==> src/rtl/core/ttw_pkg.sv <==
// ttw_pkg: constants and helper functions shared by the text terminal writer
// covers the control bytes, default colors, screen defaults and hex decoding
// depends on nothing
`default_nettype none

package ttw_pkg;

   // screen geometry defaults
   localparam int DefaultColumns = 80;
   localparam int DefaultRows    = 25;

   // depth of the queue between front and back
   localparam int QueueDepth = 4;

   // control bytes
   localparam logic [7:0] EscByte     = 8'h1B;
   localparam logic [7:0] NewlineByte = 8'h0A;
   localparam logic [7:0] ColorCmd    = 8'h2A;

   // colors
   localparam logic [7:0] DefaultColor = 8'h07;
   localparam logic [3:0] DefaultFg    = 4'h7;

   // width of one queued result for a given position width
   function automatic int item_width(input int pos_width);
      return 2 * pos_width + 28;
   endfunction

   // hex digit decode: {valid, value}
   function automatic logic [4:0] hex_digit(input logic [7:0] ch);
      logic [4:0] res;
      res = 5'd0;
      if (ch inside {[8'h30:8'h39]}) begin
         res = {1'b1, ch[3:0]};
      end else if ((ch inside {[8'h61:8'h66]}) || (ch inside {[8'h41:8'h46]})) begin
         res = {1'b1, 4'(ch[3:0] + 4'd9)};
      end
      return res;
   endfunction

   // attribute from background and foreground digits, invalid digits fall back
   function automatic logic [7:0] color_from(input logic [7:0] bg_ch,
                                             input logic [7:0] fg_ch);
      logic [4:0] bg;
      logic [4:0] fg;
      logic [3:0] bg_nib;
      logic [3:0] fg_nib;
      bg     = hex_digit(bg_ch);
      fg     = hex_digit(fg_ch);
      bg_nib = bg[4] ? bg[3:0] : 4'h0;
      fg_nib = fg[4] ? fg[3:0] : DefaultFg;
      return {bg_nib, fg_nib};
   endfunction

endpackage

`default_nettype wire

==> src/rtl/core/ttw_ram.sv <==
// ttw_ram: generic single write port, single read port ram with registered read
// no dependencies
`default_nettype none

module ttw_ram #(
   parameter int Width = 16,
   parameter int Depth = 2000
) (
   input  wire logic                     clock,
   input  wire logic                     wr_en,
   input  wire logic [$clog2(Depth)-1:0] wr_addr,
   input  wire logic [Width-1:0]         wr_data,
   input  wire logic                     rd_en,
   input  wire logic [$clog2(Depth)-1:0] rd_addr,
   output      logic [Width-1:0]         rd_data
);

   logic [Width-1:0] mem_ff [Depth];
   logic [Width-1:0] rd_data_ff;

   // write port
   always_ff @(posedge clock) begin
      if (wr_en) begin
         mem_ff[wr_addr] <= wr_data;
      end
   end

   // registered read port
   always_ff @(posedge clock) begin
      if (rd_en) begin
         rd_data_ff <= mem_ff[rd_addr];
      end
   end

   assign rd_data = rd_data_ff;

endmodule

`default_nettype wire

==> src/rtl/core/ttw_front.sv <==
// ttw_front: accepts terminal bytes, runs the escape parser, tracks position and color
// builds one result beat per byte for the back end; uses ttw_pkg
`default_nettype none

module ttw_front
   import ttw_pkg::*;
#(
   parameter int Columns = DefaultColumns,
   parameter int Rows    = DefaultRows
) (
   input  wire logic                                            clock,
   input  wire logic                                            reset,
   input  wire logic                                            push,
   input  wire logic                                            can_take,
   input  wire logic [7:0]                                      byte_in,
   input  wire logic                                            last_of_write,
   input  wire logic                                            cursor_en,
   output      logic                                            enq,
   output      logic [item_width($clog2(Columns*Rows))-1:0]     item
);

   localparam int PosWidth  = $clog2(Columns * Rows);
   localparam int ColWidth  = (Columns > 1) ? $clog2(Columns) : 1;
   localparam logic [ColWidth-1:0] ColLast     = ColWidth'(Columns - 1);
   localparam logic [PosWidth-1:0] LastRowBase = PosWidth'(Columns * Rows - Columns);

   // escape phases
   localparam logic [1:0] PhaseNormal = 2'd0;
   localparam logic [1:0] PhaseCmd    = 2'd1;
   localparam logic [1:0] PhaseArg1   = 2'd2;
   localparam logic [1:0] PhaseArg2   = 2'd3;

   typedef struct packed {
      logic                written;
      logic [PosWidth-1:0] idx;
      logic [15:0]         value;
      logic [PosWidth-1:0] pos;
      logic                visible;
      logic                scrolled;
      logic [7:0]          color;
      logic                done;
   } item_type;

   logic [PosWidth-1:0] pos_ff, pos_in;
   logic [PosWidth-1:0] rowbase_ff, rowbase_in;
   logic [ColWidth-1:0] col_ff, col_in;
   logic [7:0]          color_ff, color_in;
   logic [1:0]          phase_ff, phase_in;
   logic [7:0]          first_arg_ff, first_arg_in;
   logic [PosWidth-1:0] next_row;
   item_type            item_in;

   assign enq      = push & can_take;
   assign next_row = PosWidth'(rowbase_ff + PosWidth'(Columns));

   // parse one byte and work out the next position and color
   always_comb begin
      pos_in       = pos_ff;
      rowbase_in   = rowbase_ff;
      col_in       = col_ff;
      color_in     = color_ff;
      phase_in     = phase_ff;
      first_arg_in = first_arg_ff;
      item_in      = '0;
      case (phase_ff)
         PhaseCmd: begin
            phase_in = (byte_in == ColorCmd) ? PhaseArg1 : PhaseNormal;
         end
         PhaseArg1: begin
            first_arg_in = byte_in;
            phase_in     = PhaseArg2;
         end
         PhaseArg2: begin
            color_in     = color_from(first_arg_ff, byte_in);
            first_arg_in = 8'd0;
            phase_in     = PhaseNormal;
         end
         default: begin
            if (byte_in == EscByte) begin
               phase_in = PhaseCmd;
            end else if (byte_in == NewlineByte) begin
               col_in = '0;
               if (rowbase_ff == LastRowBase) begin
                  item_in.scrolled = 1'b1;
                  pos_in           = LastRowBase;
               end else begin
                  pos_in     = next_row;
                  rowbase_in = next_row;
               end
            end else begin
               item_in.written = 1'b1;
               item_in.idx     = pos_ff;
               item_in.value   = {color_ff, byte_in};
               if (col_ff == ColLast) begin
                  col_in = '0;
                  if (rowbase_ff == LastRowBase) begin
                     item_in.scrolled = 1'b1;
                     pos_in           = LastRowBase;
                  end else begin
                     pos_in     = next_row;
                     rowbase_in = next_row;
                  end
               end else begin
                  col_in = ColWidth'(col_ff + 1'b1);
                  pos_in = PosWidth'(pos_ff + 1'b1);
               end
            end
         end
      endcase
      item_in.pos     = pos_in;
      item_in.visible = cursor_en;
      item_in.color   = color_in;
      item_in.done    = last_of_write;
   end

   assign item = item_in;

   // terminal state
   always_ff @(posedge clock) begin
      if (reset) begin
         pos_ff       <= '0;
         rowbase_ff   <= '0;
         col_ff       <= '0;
         color_ff     <= DefaultColor;
         phase_ff     <= PhaseNormal;
         first_arg_ff <= 8'd0;
      end else if (enq) begin
         pos_ff       <= pos_in;
         rowbase_ff   <= rowbase_in;
         col_ff       <= col_in;
         color_ff     <= color_in;
         phase_ff     <= phase_in;
         first_arg_ff <= first_arg_in;
      end
   end

endmodule

`default_nettype wire

==> src/rtl/core/ttw_queue.sv <==
// ttw_queue: short register queue between the front and back ends
// no dependencies
`default_nettype none

module ttw_queue #(
   parameter int Width = 50,
   parameter int Depth = 4
) (
   input  wire logic             clock,
   input  wire logic             reset,
   input  wire logic             wr,
   input  wire logic [Width-1:0] wr_data,
   input  wire logic             rd,
   output      logic [Width-1:0] head,
   output      logic             full,
   output      logic             empty
);

   localparam int PtrWidth = (Depth > 1) ? $clog2(Depth) : 1;
   localparam int CntWidth = $clog2(Depth + 1);

   logic [Width-1:0]    slot_ff [Depth];
   logic [PtrWidth-1:0] wr_ptr_ff, wr_ptr_in;
   logic [PtrWidth-1:0] rd_ptr_ff, rd_ptr_in;
   logic [CntWidth-1:0] count_ff, count_in;

   assign full  = (count_ff == CntWidth'(Depth));
   assign empty = (count_ff == '0);
   assign head  = slot_ff[rd_ptr_ff];

   // pointer and count update
   always_comb begin
      wr_ptr_in = wr_ptr_ff;
      rd_ptr_in = rd_ptr_ff;
      count_in  = count_ff;
      if (wr) begin
         wr_ptr_in = (wr_ptr_ff == PtrWidth'(Depth - 1)) ? '0 : PtrWidth'(wr_ptr_ff + 1'b1);
      end
      if (rd) begin
         rd_ptr_in = (rd_ptr_ff == PtrWidth'(Depth - 1)) ? '0 : PtrWidth'(rd_ptr_ff + 1'b1);
      end
      if (wr && !rd) begin
         count_in = CntWidth'(count_ff + 1'b1);
      end else if (rd && !wr) begin
         count_in = CntWidth'(count_ff - 1'b1);
      end
   end

   always_ff @(posedge clock) begin
      if (reset) begin
         wr_ptr_ff <= '0;
         rd_ptr_ff <= '0;
         count_ff  <= '0;
      end else begin
         wr_ptr_ff <= wr_ptr_in;
         rd_ptr_ff <= rd_ptr_in;
         count_ff  <= count_in;
      end
   end

   // storage
   always_ff @(posedge clock) begin
      if (wr) begin
         slot_ff[wr_ptr_ff] <= wr_data;
      end
   end

endmodule

`default_nettype wire

==> src/rtl/core/ttw_back.sv <==
// ttw_back: carries out cell writes, scroll copies and the reset clear of the screen ram
// holds the result register; uses ttw_pkg and ttw_ram
`default_nettype none

module ttw_back
   import ttw_pkg::*;
#(
   parameter int Columns = DefaultColumns,
   parameter int Rows    = DefaultRows
) (
   input  wire logic                                            clock,
   input  wire logic                                            reset,
   input  wire logic [item_width($clog2(Columns*Rows))-1:0]     head,
   input  wire logic                                            head_valid,
   output      logic                                            q_pop,
   output      logic                                            clearing,
   input  wire logic                                            out_pop,
   output      logic                                            out_valid,
   output      logic [item_width($clog2(Columns*Rows))-1:0]     out_item
);

   localparam int PosWidth  = $clog2(Columns * Rows);
   localparam int ItemWidth = item_width(PosWidth);
   localparam logic [PosWidth-1:0] CellLast = PosWidth'(Columns * Rows - 1);
   localparam logic [PosWidth-1:0] CopyLen  = PosWidth'(Columns * Rows - Columns);

   // sequencer states
   localparam logic [2:0] StIdle   = 3'd0;
   localparam logic [2:0] StClear  = 3'd1;
   localparam logic [2:0] StCopy   = 3'd2;
   localparam logic [2:0] StBlank  = 3'd3;
   localparam logic [2:0] StFinish = 3'd4;

   typedef struct packed {
      logic                written;
      logic [PosWidth-1:0] idx;
      logic [15:0]         value;
      logic [PosWidth-1:0] pos;
      logic                visible;
      logic                scrolled;
      logic [7:0]          color;
      logic                done;
   } item_type;

   item_type            head_item;
   logic [2:0]          state_ff, state_in;
   logic [PosWidth-1:0] cnt_ff, cnt_in;
   logic                out_vld_ff, out_vld_in;
   logic [ItemWidth-1:0] out_item_ff;
   logic                rsp_pop;
   logic                out_free;
   logic                load;
   logic                wr_en;
   logic [PosWidth-1:0] wr_addr;
   logic [15:0]         wr_data;
   logic                rd_en;
   logic [PosWidth-1:0] rd_addr;
   logic [15:0]         rd_data;

   assign head_item = head;
   assign rsp_pop   = out_pop & out_vld_ff;
   assign out_free  = ~out_vld_ff | rsp_pop;
   assign clearing  = (state_ff == StClear);

   // screen store
   ttw_ram #(
      .Width (16),
      .Depth (Columns * Rows)
   ) u_screen (
      .clock   (clock),
      .wr_en   (wr_en),
      .wr_addr (wr_addr),
      .wr_data (wr_data),
      .rd_en   (rd_en),
      .rd_addr (rd_addr),
      .rd_data (rd_data)
   );

   // sequencer: clear after reset, cell writes, scroll copy then blank bottom row
   always_comb begin
      state_in = state_ff;
      cnt_in   = cnt_ff;
      wr_en    = 1'b0;
      wr_addr  = cnt_ff;
      wr_data  = 16'd0;
      rd_en    = 1'b0;
      rd_addr  = PosWidth'({1'b0, cnt_ff} + (PosWidth + 1)'(Columns));
      q_pop    = 1'b0;
      load     = 1'b0;
      case (state_ff)
         StClear: begin
            wr_en = 1'b1;
            if (cnt_ff == CellLast) begin
               state_in = StIdle;
               cnt_in   = '0;
            end else begin
               cnt_in = PosWidth'(cnt_ff + 1'b1);
            end
         end
         StIdle: begin
            wr_addr = head_item.idx;
            wr_data = head_item.value;
            if (head_valid) begin
               if (head_item.scrolled) begin
                  wr_en    = head_item.written;
                  state_in = StCopy;
                  cnt_in   = '0;
               end else if (out_free) begin
                  wr_en = head_item.written;
                  q_pop = 1'b1;
                  load  = 1'b1;
               end
            end
         end
         StCopy: begin
            // read one row down, write the cell read last cycle
            rd_en   = (cnt_ff != CopyLen);
            wr_en   = (cnt_ff != '0);
            wr_addr = PosWidth'(cnt_ff - 1'b1);
            wr_data = rd_data;
            if (cnt_ff == CopyLen) begin
               state_in = StBlank;
            end else begin
               cnt_in = PosWidth'(cnt_ff + 1'b1);
            end
         end
         StBlank: begin
            wr_en = 1'b1;
            if (cnt_ff == CellLast) begin
               state_in = StFinish;
            end else begin
               cnt_in = PosWidth'(cnt_ff + 1'b1);
            end
         end
         StFinish: begin
            if (out_free) begin
               q_pop    = 1'b1;
               load     = 1'b1;
               state_in = StIdle;
            end
         end
         default: begin
            state_in = StIdle;
         end
      endcase
   end

   assign out_vld_in = load | (out_vld_ff & ~rsp_pop);

   always_ff @(posedge clock) begin
      if (reset) begin
         state_ff   <= StClear;
         cnt_ff     <= '0;
         out_vld_ff <= 1'b0;
      end else begin
         state_ff   <= state_in;
         cnt_ff     <= cnt_in;
         out_vld_ff <= out_vld_in;
      end
   end

   // result register
   always_ff @(posedge clock) begin
      if (load) begin
         out_item_ff <= head;
      end
   end

   assign out_valid = out_vld_ff;
   assign out_item  = out_item_ff;

   // reset always starts a full clear from cell zero
   assert property (@(posedge clock) reset |=> (state_ff == StClear) && (cnt_ff == '0))
      else $error("clear pass does not start after reset");

   // a beat only leaves the queue when one is there
   assert property (@(posedge clock) disable iff (reset) q_pop |-> head_valid)
      else $error("queue popped while empty");

   // a scrolling beat is released only after the copy and blank are done
   assert property (@(posedge clock) disable iff (reset)
      (q_pop && head_item.scrolled) |-> (state_ff == StFinish))
      else $error("scroll beat released before copy finished");

   // copy never reads the cell it writes
   assert property (@(posedge clock) disable iff (reset)
      (state_ff == StCopy && rd_en && wr_en) |-> (rd_addr != wr_addr))
      else $error("copy read and write collide");

   // blanking stays in the bottom row
   assert property (@(posedge clock) disable iff (reset)
      (state_ff == StBlank) |-> (cnt_ff >= CopyLen))
      else $error("blank outside bottom row");

endmodule

`default_nettype wire

==> src/rtl/core/text_terminal_writer.sv <==
// text_terminal_writer: top level of the text terminal writer
// ties front end, queue and back end together; uses ttw_pkg, ttw_front, ttw_queue, ttw_back
//
// usage:
//   input: drive req_byte_in and req_last_of_write with push; a beat is taken
//   at a clock edge with push high and full low. results: while empty is low
//   the oldest result is on the rsp_ ports; it is taken at an edge with pop
//   high. every byte gives exactly one result beat, escape bytes included.
//   csr_wr_en with csr_wr_data sets cursor enable (reset 1); write it only
//   while the block is idle.
//   with the queue and result register empty, a taken byte goes into the
//   queue and is then loaded into the result register. ordinary bytes run
//   at 1 per cycle while the receiver keeps popping, set by the single
//   write port of the screen ram. a byte that scrolls first writes its cell;
//   the back end then copies the rows up through the registered ram read and
//   blanks the bottom row before it releases the result; the front keeps
//   taking bytes until the 4 entry queue fills. reset: synchronous;
//   afterwards full stays high while the screen ram is cleared one cell a
//   cycle. a stalled receiver holds the result register; the queue then
//   fills and full goes high.
`default_nettype none

module text_terminal_writer
   import ttw_pkg::*;
#(
   parameter int Columns = DefaultColumns,
   parameter int Rows    = DefaultRows
) (
   input  wire logic                                 clock,
   input  wire logic                                 reset,
   input  wire logic                                 push,
   output      logic                                 full,
   input  wire logic [7:0]                           req_byte_in,
   input  wire logic                                 req_last_of_write,
   output      logic                                 empty,
   input  wire logic                                 pop,
   output      logic                                 rsp_cell_written,
   output      logic [$clog2(Columns*Rows)-1:0]      rsp_cell_index,
   output      logic [15:0]                          rsp_cell_value,
   output      logic [$clog2(Columns*Rows)-1:0]      rsp_cursor_position,
   output      logic                                 rsp_cursor_visible,
   output      logic                                 rsp_scrolled,
   output      logic [7:0]                           rsp_current_color,
   output      logic                                 rsp_write_done,
   input  wire logic                                 csr_wr_en,
   input  wire logic                                 csr_wr_data
);

   localparam int PosWidth  = $clog2(Columns * Rows);
   localparam int ItemWidth = item_width(PosWidth);

   typedef struct packed {
      logic                written;
      logic [PosWidth-1:0] idx;
      logic [15:0]         value;
      logic [PosWidth-1:0] pos;
      logic                visible;
      logic                scrolled;
      logic [7:0]          color;
      logic                done;
   } item_type;

   logic                 cursor_en_ff;
   logic                 enq;
   logic [ItemWidth-1:0] front_item;
   logic [ItemWidth-1:0] q_head;
   logic                 q_full;
   logic                 q_empty;
   logic                 q_pop;
   logic                 clearing;
   logic                 out_valid;
   logic [ItemWidth-1:0] out_item;
   item_type             rsp;

   // cursor enable register
   always_ff @(posedge clock) begin
      if (reset) begin
         cursor_en_ff <= 1'b1;
      end else if (csr_wr_en) begin
         cursor_en_ff <= csr_wr_data;
      end
   end

   assign full = q_full | clearing;

   // front end: parser and position tracking
   ttw_front #(
      .Columns (Columns),
      .Rows    (Rows)
   ) u_front (
      .clock         (clock),
      .reset         (reset),
      .push          (push),
      .can_take      (~full),
      .byte_in       (req_byte_in),
      .last_of_write (req_last_of_write),
      .cursor_en     (cursor_en_ff),
      .enq           (enq),
      .item          (front_item)
   );

   // queue between front and back
   ttw_queue #(
      .Width (ItemWidth),
      .Depth (QueueDepth)
   ) u_queue (
      .clock   (clock),
      .reset   (reset),
      .wr      (enq),
      .wr_data (front_item),
      .rd      (q_pop),
      .head    (q_head),
      .full    (q_full),
      .empty   (q_empty)
   );

   // back end: screen ram and result register
   ttw_back #(
      .Columns (Columns),
      .Rows    (Rows)
   ) u_back (
      .clock      (clock),
      .reset      (reset),
      .head       (q_head),
      .head_valid (~q_empty),
      .q_pop      (q_pop),
      .clearing   (clearing),
      .out_pop    (pop),
      .out_valid  (out_valid),
      .out_item   (out_item)
   );

   // result beat on the ports
   assign rsp                 = out_item;
   assign empty               = ~out_valid;
   assign rsp_cell_written    = rsp.written;
   assign rsp_cell_index      = rsp.idx;
   assign rsp_cell_value      = rsp.value;
   assign rsp_cursor_position = rsp.pos;
   assign rsp_cursor_visible  = rsp.visible;
   assign rsp_scrolled        = rsp.scrolled;
   assign rsp_current_color   = rsp.color;
   assign rsp_write_done      = rsp.done;

endmodule

`default_nettype wire

==> config.mk <==
export PLATFORM = sky130hd
export DESIGN_NAME = text_terminal_writer
export DESIGN_NICKNAME = d
export VERILOG_FILES = /design/src/rtl/core/ttw_pkg.sv /design/src/rtl/core/ttw_ram.sv /design/src/rtl/core/ttw_front.sv /design/src/rtl/core/ttw_queue.sv /design/src/rtl/core/ttw_back.sv /design/src/rtl/core/text_terminal_writer.sv
export SDC_FILE = /design/constraint.sdc
export NUM_CORES = 1
export LEC_CHECK = 0
export ABC_AREA = 1
export CAP_MARGIN = 20
export CORE_MARGIN = 2
export CORE_UTILIZATION = 51
export DETAILED_ROUTE_END_ITERATION = 16
export DONT_BUFFER_PORTS = 1
export PLACE_DENSITY = 0.66
export SETUP_SLACK_MARGIN = 0.02
export SLEW_MARGIN = 20
export SYNTH_ARGS = -nofsm -noshare
export SYNTH_HDL_FRONTEND = slang
export SYNTH_SLANG_ARGS = --single-unit
export TNS_END_PERCENT = 50
==> constraint.sdc <==
create_clock -name clock -period 8.5 [get_ports clock]
set_clock_uncertainty 0.2 [all_clocks]
set_input_delay 1.7 -clock clock [delete_from_list [all_inputs] [get_ports clock]]
set_output_delay 1.7 -clock clock [all_outputs]
set_load 0.02 [all_outputs]
=== Word level (Yosys, flattened, before mapping) ===
Memory sizes are Yosys's and may differ from the RTL's. A register that Yosys moved wholly into a read port is not among the register bits.
Index checks and enable logic that the tools add are counted.

* Memories: 1
* Word-level logic and storage cells: 155
* Flip-flop bits (word level): 120
* Memory bits (writable): 200
* Output and inout port bits: 52
* Input port bits: 15

* Equality and inequality tests: 25
* Reductions and logical operators: 26
* $lt $le $gt $ge: 12
* Bitwise operators: 11
* Add/subtract/negate cells: 10
* Mux-type cells: 56

{| class="wikitable"
|+ Memories
! name !! words !! width !! read ports !! clocked after Yosys merged registers in !! wr ports !! line !! source
|-
| u_queue.slot_ff || 4 || 50 || 1 || 1 || 1 || ttw_queue.sv:22 || <nowiki>logic [Width-1:0] slot_ff [Depth];</nowiki>
|}

{| class="wikitable"
|+ Operator list
! operator !! count
|-
| $mux W11 || 13
|-
| $mux W28 || 3
|-
| $pmux W11 S4 || 1
|-
| $eq A11 B11 Y1 const B || 3
|-
| $ge A8 B7 Y1 const B || 4
|-
| $le A8 B7 Y1 const B || 4
|-
| $mux W5 || 6
|-
| $mux W3 || 8
|-
| $add A11 B1 Y11 const B || 2
|-
| $ge A8 B6 Y1 const B || 2
|-
| $le A8 B6 Y1 const B || 2
|-
| $pmux W8 S2 || 1
|-
| $pmux W3 S5 || 1
|-
| $mux W7 || 2
|-
| $mux W2 || 6
|-
| $add A11 B7 Y11 const B || 1
|-
| $mux W1 || 10
|-
| $ne A2 B1 Y1 const B || 5
|-
| $add A4 B4 Y4 const B || 2
|-
| $eq A2 B2 Y1 const B || 4
|-
| $eq A8 B4 Y1 const B || 1
|-
| $eq A8 B5 Y1 const B || 1
|-
| $eq A8 B6 Y1 const B || 1
|-
| $logic_and A1 B1 Y1 || 8
|-
| 28 further kinds || 49
|}

=== Longest topological paths before layout ===
Gate-level depths: netlist (run 1).

* Depth in word-level cells: 9
* Depth in mapped cells: 15
* Gate-level depth less buffers: 15

=== Cells and area by module ===
From an unflattened synthesis (run 1), not the netlist that was laid out.

* Cell total of the unflattened synthesis: 1293
* Area, all modules: 13665.6 um^2

{| class="wikitable"
|+ Modules (own cells, without submodules)
! module !! area an instance (um^2) !! cells each !! sequential area each (um^2) !! instances
|-
| ttw_queue || 7891.3 || 542 || 6185.9 || 1
|-
| ttw_front || 3081.7 || 503 || 860.8 || 1
|-
| ttw_back || 2635.0 || 238 || 1801.7 || 1
|-
| text_terminal_writer || 57.6 || 10 || 20.0 || 1
|}

=== Least setup slack after synthesis (run 1) ===
OpenSTA, ideal clock, no wires.

* Kind: input-to-reg
* Start: input port push
* End: memory u_queue.slot_ff[0][0] (enable)
* Library setup time: 458 ps
* Buffers on the path: 2
* Slack: 3584 ps
* Data required time: 7842 ps
* Data arrival time: 4258 ps
* Stages: 4
* Cells stage by stage: nand3_2 buf_2 buf_2 nor2_1

* Word-level cells in the longest chain between the ends: 3

{| class="wikitable"
|+ RTL lines
! element !! line !! source
|-
| start: declaration || text_terminal_writer.sv:31 || <nowiki>input wire logic push,</nowiki>
|-
| $and A1 B1 Y1 || ttw_front.sv:53 || <nowiki>assign enq = push & can_take;</nowiki>
|-
| $mux W1 || ttw_queue.sv:63 || <nowiki>if (wr) begin</nowiki>
|-
| $mux W1 (implied by the code) || ttw_queue.sv:64 || <nowiki>slot_ff[wr_ptr_ff] <= wr_data;</nowiki>
|-
| end: declaration || ttw_queue.sv:22 ||
|}

No other way between the ends.

=== Final worst setup path (run 1) ===
* Start: input port push
* End: register u_queue.count_ff[2]

* Word-level cells in the longest chain between the ends: 4
* Elaborated cells on any way between the ends: 6
* Those cells by class: mux: 1; bitwise: 1; reduce/logical: 4

{| class="wikitable"
|+ RTL lines
! element !! line !! source
|-
| $and A1 B1 Y1 (*) || ttw_front.sv:53 ||
|-
| $logic_not A1 Y1 || ttw_queue.sv:44 || <nowiki>end else if (rd && !wr) begin</nowiki>
|-
| $logic_and A1 B1 Y1 || ttw_queue.sv:44 ||
|-
| $reduce_bool A2 Y1 (no source line) || - ||
|-
| end signal: assignment || ttw_queue.sv:57 || <nowiki>count_ff <= count_in;</nowiki>
|-
| end: declaration || ttw_queue.sv:25 || <nowiki>logic [CntWidth-1:0] count_ff, count_in;</nowiki>
|}

Mark *: on every way between the ends. The rest lies on a longest branch, timed or not.
A chain may end at the register's enable or synchronous reset.

==> out/metrics.csv, run 1 <==
stage,metric,value,unit
run_status,status,finished clean,
worst_setup_path,path_max_fanout,25,
detailed_routing,drc,0,
logic_synthesis,synth_compound_area_frac,0.108,
finish,final_layout_size_suffix_gt1_frac,0.0663,
die,core_area,26000,um^2
global_routing,grt_pass1_wl,45100,um
logic_synthesis,ys_top_cells_by_area,"edfxtp_1 56%, dfxtp_1 10%, o21ai_0 5.4%",
clocking,root_buffer,clkbuf_16,
place,dp_hpwl,16600,um
global_routing,grt_max_degree,102,
worst_setup_path,required,8.74,ns
job,maxCapViolCount,0,
worst_setup_path,worst-endpoint-arrival,4.27,ns
logic_synthesis,synth-seq-area-share,0.658,
timing,finalSetupTns,0,ns
logic_synthesis,synthSimpleGateAreaFrac,0.151,
logic_synthesis,synth.area.mux_share,0,
finish,area_delta_synth_final,10.5,%
logic_synthesis,synth.avg_cell_area,10.5,um^2
worst_setup_path,critPathKind,in2reg,
die,io_pins,67,
die,dieArea,27700,um^2
logic_synthesis,synth-edff-count,250,
finish,n_antenna_cell,0,
logic_synthesis,synth-async-reset-ratio,0,
logic_synthesis,synth.most_common_cell,edfxtp_1,
min_path,hold_path.class,reg2reg,
detailed_routing,drt-vias-per-instance,5.52,
clocking,cts_hold_buf,0,
worst_setup_path,path_cells,"nand3_2, inv_1, ha_1, inv_1, fa_1, nor2_1, nor2_1, nand2_1, o21ai_0, a21oi_1",
global_routing,antenna_found_initial,0,
die,rows,59,
timing,drv_slew,0,
clocking,clkSlewWorstSetupHoldPaths,0.06,ns
place,place_congestion,0.873,
logic_synthesis,synth_xor_area_frac,0.00975,
global_routing,grt_overflow,0,
clocking,cts_buffer_depth,3,
timing,worst_slew_pin_slew,1.03,ns
logic_synthesis,syn_inst,1280,
clocking,cts_tree,yes,
detailed_routing,wl,28200,um
die,initial_core_util,0.519,
clocking,postCtsSetupBuffers,0,
place,io_buffers,0,
place,post-place-cells,1571,
detailed_routing,first_pass_iters,5,
worst_setup_path,cpPeakStageDelay,0.83,ns
detailed_routing,drt_iter0_markers,745,
timing,period_share,0.474,
detailed_routing,wl_per_cell,17.3,um
logic_synthesis,yosys.area.top_type_share,0.557,
timing,rsz0062_at_grt,no,
die,die-height,167,um
power,ir_worst_vdd,166,uV
timing,slew_headroom,0.312,
clocking,cts_buffers,34,
finish,finalNonFillerCells,1633,
power,p_leak,0.00532,uW
worst_setup_path,end_kind,flop,
timing,setup_violations,0,
power,powerDensity,227,nW/um^2
global_routing,grt_pass1_vias,8610,
clocking,clk_latency,0.52,ns
logic_synthesis,synth_common_cells,"250 x edfxtp_1, 191 x nor2_1, 178 x nand2_1",
logic_synthesis,synth_cell_type_count,36,
global_routing,grt.total_usage,0.204,
logic_synthesis,synth_top_family_by_area,simple AND/OR/NAND/NOR gates,
logic_synthesis,syn_area,13500,um^2
logic_synthesis,syn_nets,1320,
clocking,cts_max_level,2,
worst_setup_path,cp_slowest_cell,inv_1,
die,die_x,167,um
finish,fin_nets,1312,
detailed_routing,vias,9013,
min_path,holdPathStages,2,
detailed_routing,ant_nets,0,
logic_synthesis,synth-seq-cells,318,
timing,finalHoldViolCount,0,
timing,fmax,248,MHz
clocking,cts.repair.resized,0,
logic_synthesis,yosysWarnings,0,
logic_synthesis,synth_top_area_cell,edfxtp_1,
clocking,cts.sinks,318,
logic_synthesis,synthAdderAreaFrac,0.0238,
worst_setup_path,r2r_cells,12,
worst_setup_path,worst_setup_path_start_kind,input port,
logic_synthesis,synthFlopType,edfxtp_1,
timing,layout_min_cycle_time,4.03,ns
==> power by group <==
part / internal, uW / switching [uW]
logic: 50.8 / 132
clock network: 865 / 585
registers: 1730 / 26.6
total: 2640 / 744
==> critical path: cells and delay by family <==
kind / cells / cell delay, ns
and+or+nand+nor: 4 / 0.70
buffers and inverters: 2 / 0.91
adders and majority gates: 2 / 0.71
AOI/OAI and AO/OA: 2 / 0.24
==> through the flow <==
step,setup WS (ns),cell area [um^2],hold slack (ns),power (uW),utilization
after floorplan,3.58,13500,0.241,1920,-
after global placement,4.02,13800,0.244,1970,0.530
after detailed placement,3.99,13800,0.248,1970,0.530
after CTS,4.50,14900,0.264,3420,0.573
after global routing,4.27,14900,0.298,3510,0.573
final,4.47,14900,0.263,3390,0.573
==> metal layers <==
layer / GRT usage / up-vias / part of all wire
met4: 0.0622 / 0 / 0.022
met5: 0 / - / 0
met2: 0.344 / 229 / 0.49
met3: 0.0335 / 43 / 0.049
met1: 0.272 / 4298 / 0.44
li1: - / 4443 / -
==> registers in the layout (all words and copies together) (netlist names), 2 cells and up, named ones only <==
register	count
u_front.rowbase_ff	7
u_back.out_item	50
u_queue.count_ff	3
u_front.col_ff	7
u_queue.rd_ptr_ff	2
u_back.state_ff	3
u_front.first_arg_ff	8
u_front.pos_ff	11
u_queue.slot_ff	200
u_front.color_ff	8
u_queue.wr_ptr_ff	2
u_back.cnt_ff	11
==> path summary, 6_finish.rpt <==
kind | slack [ns] | endpoint | from
setup / recovery | 4.47 | u_queue.count_ff[2]$_SDFFE_PP0P_ | push
hold / removal | 0.26 | u_front.color_ff[0]$_SDFFE_PP1P_ | u_front.color_ff[0]$_SDFFE_PP1P_
setup reg to reg | 4.97 | u_queue.count_ff[2]$_SDFFE_PP0P_ | u_back.state_ff[2]$_SDFFE_PP0P_
hold reg to reg | 0.26 | u_front.color_ff[0]$_SDFFE_PP1P_ | u_front.color_ff[0]$_SDFFE_PP1P_
==> cells by family after synthesis <==
kind of cell	count (synthesis)
fa+ha+maj	25
xor+xnor	15
buf+inv	168
simple gates	483
compound gates	271
flops	318
==> cell type report <==
type                    instances  area, um^2
clock buffers                  51        1020
clock inverters                11         113
fillers                      2218       11100
inverters                     115         434
multi-input cells             794        3970
flip-flops and latches        318        8870
well taps                     335         419
repair buffers                  9        67.6
==> placed cells by master (no fill, tap or decap), types with 4 or more instances in the layout <==
cell / instances
nor2_4: 7
nor3_1: 8
a21oi_1: 61
clkbuf_16: 35
buf_4: 9
nor2_1: 187
dfxtp_1: 67
a211oi_1: 7
clkinv_2: 4
ha_1: 24
clkbuf_1: 8
clkbuf_8: 8
nand3_1: 68
inv_1: 112
nand2_1: 177
o21ai_0: 145
nand4_1: 21
xor2_1: 12
o22ai_1: 49
edfxtp_1: 250
(Power assumes the default switching activity.)
==> run 2: changes to the inputs <==
==> constraint.sdc (replaced) <==
create_clock -name clock -period 4.06 [get_ports clock]
set_clock_uncertainty 0.2 [all_clocks]
set_input_delay 0.812 -clock clock [delete_from_list [all_inputs] [get_ports clock]]
set_output_delay 0.812 -clock clock [all_outputs]
set_load 0.02 [all_outputs]
==> out/metrics.csv, run 2 (same netlist as run 1, synthesis figures left out) <==
stage,metric,value,unit
clocking,cts_tree,yes,
detailed_routing,drt_iter0_markers,749,
power,power_frac_clock,0.436,
clocking,cts_buffer_depth,3,
worst_setup_path,required,4.29,ns
power,p_leak,0.00535,uW
clocking,root_buffer,clkbuf_16,
finish,fin_area,15000,um^2
global_routing,grt_pass1_wl,46600,um
clocking,clk_latency,0.51,ns
min_path,hold_path.class,in2reg,
finish,fin_nets,1316,
global_routing,grt.total_usage,0.210,
place,dp_hpwl,17700,um
clocking,cts_buffers,35,
detailed_routing,wl,28900,um
worst_setup_path,rrSetupSlack,1.31,ns
finish,finalNonFillerCells,1637,
clocking,cts.sinks,318,
power,ir_worst_vdd,419,uV
finish,area_delta_synth_final,11.1,%
clocking,cts_max_level,2,
min_path,hp-start,reset,
finish,top_register,u_queue.slot_ff,
timing,slew_headroom,0.340,
min_path,holdPathStages,1,
detailed_routing,wl_per_cell,17.6,um
timing,period_share,0.678,
worst_setup_path,worst_setup_path_start_kind,flop,
power,switching_share,0.220,
die,core_area,26000,um^2
clocking,cts_hold_buf,0,
die,die_x,167,um
global_routing,antenna_found_initial,0,
clocking,cts.repair.resized,0,
worst_setup_path,r2r_cells,12,
min_path,whs_endpoint,u_back.cnt_ff[9]$_SDFFE_PP0P_,
finish,largest_reg_flops,200,
detailed_routing,drc,0,
global_routing,grt_pass1_vias,8843,
timing,whs,0.168,ns
power,powerDensity,481,nW/um^2
timing,setup_violations,0,
finish,final_layout_size_suffix_gt1_frac,0.0661,
worst_setup_path,end_kind,flop,
worst_setup_path,critPathKind,reg2reg,
finish,n_antenna_cell,0,
power,switching_power,1580,uW
run_status,status,finished clean,
detailed_routing,drt-vias-per-instance,5.52,
clocking,clkSlewWorstSetupHoldPaths,0.06,ns
die,rows,59,
power,pwr-share-seq,0.509,
place,place_congestion,0.866,
timing,finalHoldViolCount,0,
timing,drv_slew,0,
power,power_frac_comb,0.055,
timing,finalSetupTns,0,ns
place,post-place-cells,1574,
place,placed_area,13800,um^2
die,die-height,167,um
clocking,postCtsSetupBuffers,0,
timing,fmax,363,MHz
finish,layout_commonest_cell,edfxtp_1,
timing,rsz0062_at_grt,no,
die,dieArea,27700,um^2
global_routing,grt_overflow,0,
detailed_routing,ant_nets,0,
worst_setup_path,path_max_fanout,21,
power,power.internal,5630,uW
timing,worst_slew_pin_slew,0.990,ns
power,power,7210,uW
finish,final_cell_mix,"250 x edfxtp_1, 187 x nor2_1, 177 x nand2_1, 145 x o21ai_0, 112 x inv_1",
worst_setup_path,timing.rr.end,u_queue.count_ff[2]$_SDFFE_PP0P_,
die,io_pins,67,
place,io_buffers,0,
detailed_routing,first_pass_iters,5,
job,maxCapViolCount,0,
detailed_routing,vias,9044,
die,initial_core_util,0.519,
worst_setup_path,rr_startpoint,u_back.state_ff[2]$_SDFFE_PP0P_,
global_routing,grt_max_degree,99,
worst_setup_path,worst-endpoint-arrival,2.99,ns
timing,layout_min_cycle_time,2.75,ns
==> run 2: metrics by stage <==
stage / util / worst slack [ns]
finish: 0.577 / 1.31
global route: 0.577 / 1.05
CTS: 0.577 / 1.29
detailed placement: 0.532 / 1.11
global placement: 0.532 / 1.10
floorplan: - / 0.0324
==> run 2: power by group through the flow <==
stage	logic [uW]	clock network (uW)	registers [uW]
6_report	395	3150	3670
5_1_grt	448	3350	3680
4_1_cts	400	3200	3670
3_5_place_dp	398	0	3740
3_3_place_gp	389	0	3740
2_1_floorplan	288	0	3720
==> run 2: layer usage <==
layer  part of all wire  track usage  wire, um  vias to the layer above
li1                   -            -         -                     4443
met1               0.44        0.276     12800                     4342
met2               0.48        0.349     13800                      213
met3              0.051       0.0421      1480                       46
met4              0.026       0.0716       763                        0
met5                  0            0         0                        -
==> run 2: worst max path at each step <==
| stage | endpoint | cells after the start | startpoint | slack (ns) |
|---|---|---|---|---|
| floorplan | u_queue.slot_ff[0][0]$_DFFE_PP_ | 4 | push | 0.03 |
| global placement | u_queue.slot_ff[2][38]$_DFFE_PP_ | 3 | push | 1.10 |
| detailed placement | u_queue.slot_ff[2][40]$_DFFE_PP_ | 3 | push | 1.11 |
| CTS | u_queue.slot_ff[2][18]$_DFFE_PP_ | 5 | u_back.state_ff[2]$_SDFFE_PP0P_ | 1.29 |
| global route | u_queue.count_ff[2]$_SDFFE_PP0P_ | 12 | u_back.state_ff[2]$_SDFFE_PP0P_ | 1.05 |
| finish | u_queue.count_ff[2]$_SDFFE_PP0P_ | 12 | u_back.state_ff[2]$_SDFFE_PP0P_ | 1.31 |
==> run 2: layout make-up <==
| cell class | instances | area [um^2] |
|---|---|---|
| inverter | 115 | 434 |
| clock inverter | 23 | 234 |
| fill | 2165 | 11000 |
| timing repair buffer | 12 | 128 |
| sequential | 318 | 8870 |
| multi-input combinational | 794 | 3970 |
| clock buffer | 40 | 926 |
| tap | 335 | 419 |
==> run 2: worst max-delay path, cell delays in order (launching register included) <==
cell and delay [ns]:
dfxtp_1 0.42, nor2_1 0.09, nand2_1 0.11, nand3_2 0.48, inv_1 0.23, ha_1 0.18
inv_1 0.08, fa_1 0.44, nor2_1 0.12, nor2_1 0.04, nand2_1 0.07, o21ai_0 0.07
a21oi_1 0.16
